$ cat config.mk
export PLATFORM = sky130hd
export DESIGN_NAME = boxiou_queue
export DESIGN_NICKNAME = d
export VERILOG_FILES = /design/src/design/boxiou_pkg.sv /design/src/design/boxiou_queue.sv
export SDC_FILE = /design/constraint.sdc
export NUM_CORES = 1
export LEC_CHECK = 0
export ABC_AREA = 1
export ABC_CLOCK_PERIOD_IN_PS = 9200
export BUFFER_PORTS_ARGS = -buffer_cell sky130_fd_sc_hd__clkbuf_2
export CAP_MARGIN = 20
export CORE_MARGIN = 3
export CORE_UTILIZATION = 61
export CTS_CLUSTER_DIAMETER = 50
export DETAILED_ROUTE_END_ITERATION = 8
export PLACE_DENSITY = 0.82
export SYNTH_ARGS = -nofsm -noshare
export SYNTH_HDL_FRONTEND = slang
export SYNTH_SLANG_ARGS = --single-unit
$ cat constraint.sdc
create_clock -name i_clk -period 9.2 [get_ports i_clk]
set_clock_uncertainty 0.15 [all_clocks]
set_input_delay 0.92 -clock i_clk [delete_from_list [all_inputs] [get_ports i_clk]]
set_output_delay 0.92 -clock i_clk [all_outputs]
set_load 0.005 [all_outputs]
$ cat src/design/boxiou_pkg.sv
// Shared constants and types for the box intersection-over-union unit.
package boxiou_pkg;

    // Depth of the queue between the front stage and the arithmetic pipeline.
    localparam int unsigned QUEUE_DEPTH = 4;
    localparam int unsigned QIDX_BITS   = $clog2(QUEUE_DEPTH);
    localparam int unsigned QCNT_BITS   = $clog2(QUEUE_DEPTH + 1);

    // Occupancy report from the queue to both of its neighbours.
    typedef struct packed {
        logic                 empty;
        logic                 full;
        logic [QCNT_BITS-1:0] count;
    } t_queue_status;

endpackage

$ cat src/design/boxiou_queue.sv
// Short queue that decouples the front stage from the arithmetic pipeline.
module boxiou_queue #(
    parameter int unsigned DATA_BITS = 96
) (
    input  logic                      i_clk,
    input  logic                      i_rst_n,
    input  logic                      i_push,
    input  logic [DATA_BITS-1:0]      i_push_data,
    input  logic                      i_pop,
    output logic [DATA_BITS-1:0]      o_pop_data,
    output boxiou_pkg::t_queue_status o_status
);

    localparam int unsigned IW = boxiou_pkg::QIDX_BITS;
    localparam int unsigned CW = boxiou_pkg::QCNT_BITS;

    logic [DATA_BITS-1:0] r_mem [boxiou_pkg::QUEUE_DEPTH];
    logic [IW-1:0]        r_wr_ptr, r_rd_ptr;
    logic [CW-1:0]        r_count;

    // Pointers wrap at the queue depth.
    function automatic logic [IW-1:0] bump(input logic [IW-1:0] p);
        bump = (p == IW'(boxiou_pkg::QUEUE_DEPTH - 1)) ? '0 : p + 1'b1;
    endfunction

    always_ff @(posedge i_clk) begin
        if (!i_rst_n) begin
            r_wr_ptr <= '0;
            r_rd_ptr <= '0;
            r_count  <= '0;
        end else begin
            if (i_push) begin
                r_wr_ptr <= bump(r_wr_ptr);
            end
            if (i_pop) begin
                r_rd_ptr <= bump(r_rd_ptr);
            end
            case ({i_push, i_pop})
                2'b10:   r_count <= r_count + 1'b1;
                2'b01:   r_count <= r_count - 1'b1;
                default: r_count <= r_count;
            endcase
        end
    end

    always_ff @(posedge i_clk) begin
        if (i_push) begin
            r_mem[r_wr_ptr] <= i_push_data;
        end
    end

    assign o_pop_data     = r_mem[r_rd_ptr];
    assign o_status.count = r_count;
    assign o_status.empty = (r_count == '0);
    assign o_status.full  = (r_count == CW'(boxiou_pkg::QUEUE_DEPTH));

    // A beat is never written into a full queue unless one is read in the same cycle.
    a_no_overflow: assert property (@(posedge i_clk) disable iff (!i_rst_n)
        i_push |-> (!o_status.full || i_pop))
        else $error("queue written while full");

    // A beat is never read from an empty queue.
    a_no_underflow: assert property (@(posedge i_clk) disable iff (!i_rst_n)
        i_pop |-> !o_status.empty)
        else $error("queue read while empty");

    // A lone write raises the occupancy by exactly one.
    a_count_step: assert property (@(posedge i_clk) disable iff (!i_rst_n)
        (i_push && !i_pop) |=> (r_count == $past(r_count) + 1'b1))
        else $error("queue occupancy did not follow a write");

endmodule

==> impl_results.md <==
* Post-synthesis sequential area ratio at 79.5%
* Min Tclk post-route at 4.36 ns
* Prevailing post-synth register cell: edfxtp_1
* Comb pwr share at 8.5%
* Sw Share at 21.7%
* Overflow after GRT at 0
* Final ANT Viol Nets at 0
* Final setup viols at 0
* CP startpoint kind: flop
* Synth warn at 0
* Worst vdd ir at 164 uV
* H-tree depth at 2
* CTS root buffer: clkbuf_16
* Synth area leaders: edfxtp_1, nor2_1, o22ai_1
* Slew Limit Fails at 0
* Fraction of layout cells with a size suffix above 1 at 22.0%
* Final #Nets at 1282
* Relative slew margins at 30.6%
* Skew-Pair Late Insertion Delay at 0.50 ns
* Starting Density at 62.4%
* Total core area at 0.0236 sq mm
* Total number of vias at 8833
* Sw Pwr at 0.000847 W
* CP required at 8.13 ns
* Largest net degree at the start of global routing at 99
* Wirelength per Cell at 19.4 um
* Post-CTS setup buffer count at 0
* Overall global routing resource usage at 22.4%
* Ys async rst share at 0%
* Vias/cell at 5.80
* CTS tree: done
* Internal power at 0.00306 W
* Max Cap Viol at 0
* DRT Pass-1 Iters at 5
* TritonCTS Sinks at 393
* Post-synth top cells: edfxtp_1, nor2_1, o21ai_0, o22ai_1, o21ai_1
* Syn_area_per_cell at 14.9 sq um
* Post-CTS sizing at 0
* Layout area overhead at 15.2%
* Worst min path class: reg2reg
* Outcome: finished, final reports clean
* Sequential share of power at 53.1%
* Dpl hpwl at 16.2 mm
* Gpl congestion at 0.765
* Power Dens Cells at 230 mW/mm^2
* Crit path DAT at 3.29 ns
* Slew @ Worst Pin at 1.04 ns
* Most frequent cell after synthesis: edfxtp_1
* Num CTS Buffers at 39
* Drt initial violations at 876
* Post-synth cell types at 21
* Ports at 201
* Synth top area share at 78.2%
* Total wire length at 29.5 mm
* Cts hold-fix bufs at 0
* Worst setup path class: reg2out
* Crit. End Element: output port
* Leading area contributor after synthesis: edfxtp_1
* Post-synth EDFFs at 384
* DRC Markers at 0
* Synthesis-stage register bit count at 393
* Final-report hold violation count at 0
* Post-synthesis net count at 1095
* CTS Buffer Depth at 3
* Fin crit share at 47.4%
* Tot Pwr at 0.00390 W
* TNS Setup at 0 ns
* Die H at 161 um
* Critical path fanouts, max at 98
* Die area at 0.0261 sq mm
* Port buffer count at 200
* Vias in the first global route at 8799
* Die Wd at 161 um
* First-pass GRT wire length at 46.0 mm
* Initial antenna violation count at 3
* # rows at 56
* Mapped Cells at 988
* P_leak at 6.01 nW
* RSZ-0062 raised after global routing: no
* Clock slew at reported path FFs at 0.06 ns
* Clock share of power at 38.3%
* Fmax at 229 MHz
* Synthesized area at 0.0147 sq mm
## critical path: stages, from the launching register on
cell and delay (ns):
dfxtp_4 0.59, inv_6 0.67, buf_4 0.89, nor2_1 0.10
o22ai_1 0.29, clkbuf_2 0.16
## area by class of cell
type | instances | area [sq um]
antenna | 1 | 2.50
clock buffer | 50 | 1060
clock inverter | 18 | 155
fill | 1485 | 6630
inverter | 18 | 82.6
multi-input combinational | 515 | 2500
sequential | 393 | 11700
tap | 319 | 399
timing repair buffer | 208 | 1060
## cell families (layout without fill, tap and decap cells)
family	Yosys count	in the layout	synth area share [%]
flops	393	393	79.5
other cells	0	1	0
compound gates	297	297	10.9
simple gates	211	211	5.43
fa+ha+maj	7	7	0.645
buf+inv	80	294	3.55
## path summary, 6_finish.rpt
check,from,end,slack [ns],cells past startpoint
setup / recovery,flop,o_pop_data[85],4.84,5
hold / removal,r_wr_ptr[1],r_wr_ptr[1],0.39,2
setup reg to reg,r_wr_ptr[0],r_mem[3][48],6.71,4
hold reg to reg,r_wr_ptr[1],r_wr_ptr[1],0.39,2
## flip-flops by register name (all words and copies together) (netlist names), named ones only
signal and cells:
r_mem 384, r_count 3, r_wr_ptr 2, r_rd_ptr 2
## through the flow
stage / cells / area (sq um) / worst slack [ns] / utilization, % / hold WS [ns]
finish: 1522 / 17000 / 4.84 / 71.9 / 0.390
CTS: 1521 / 17000 / 4.77 / 71.9 / 0.396
floorplan: 988 / 14700 / 5.79 / - / 0.340
detailed placement: 1453 / 15800 / 5.30 / 66.7 / 0.376
global placement: 1453 / 15800 / 5.40 / 66.7 / 0.367
global route: 1522 / 17000 / 4.56 / 71.9 / 0.438
## per-layer routing
| layer | track usage (%) | up-vias | wire [um] |
|---|---|---|---|
| met2 | 36.3 | 374 | 14100 |
| li1 | - | 4127 | - |
| met5 | 0 | - | 34 |
| met1 | 29.4 | 4265 | 11600 |
| met3 | 6.49 | 63 | 3010 |
| met4 | 7.94 | 4 | 745 |
## cells in the final DEF (no fill, tap or decap), types with 3 or more instances in the layout
| master | synthesis | layout |
|---|---|---|
| edfxtp_1 | 384 | 384 |
| clkbuf_2 | 6 | 200 |
| nor2_1 | 197 | 197 |
| o21ai_0 | 105 | 105 |
| o22ai_1 | 96 | 96 |
| o21ai_1 | 91 | 91 |
| clkbuf_16 | 0 | 41 |
| inv_1 | 16 | 12 |
| clkinv_1 | 0 | 11 |
| clkbuf_1 | 14 | 9 |
| nand2_1 | 8 | 8 |
| buf_4 | 9 | 8 |
| dfxtp_1 | 9 | 7 |
| ha_1 | 6 | 6 |
| a21oi_1 | 5 | 5 |
| inv_4 | 1 | 4 |
| nor3_1 | 4 | 4 |
| clkinv_2 | 0 | 3 |
| bufinv_16 | 0 | 3 |
## power by group through the flow
stage	Sequential (W)	Clock [W]	Combinational, W
after floorplan	0.00210	0	0.000197
after global placement	0.00211	0	0.000323
after detailed placement	0.00211	0	0.000334
after CTS	0.00207	0.00152	0.000336
after global routing	0.00208	0.00159	0.000371
final	0.00207	0.00150	0.000333
Power figures use the tool's default switching activity.
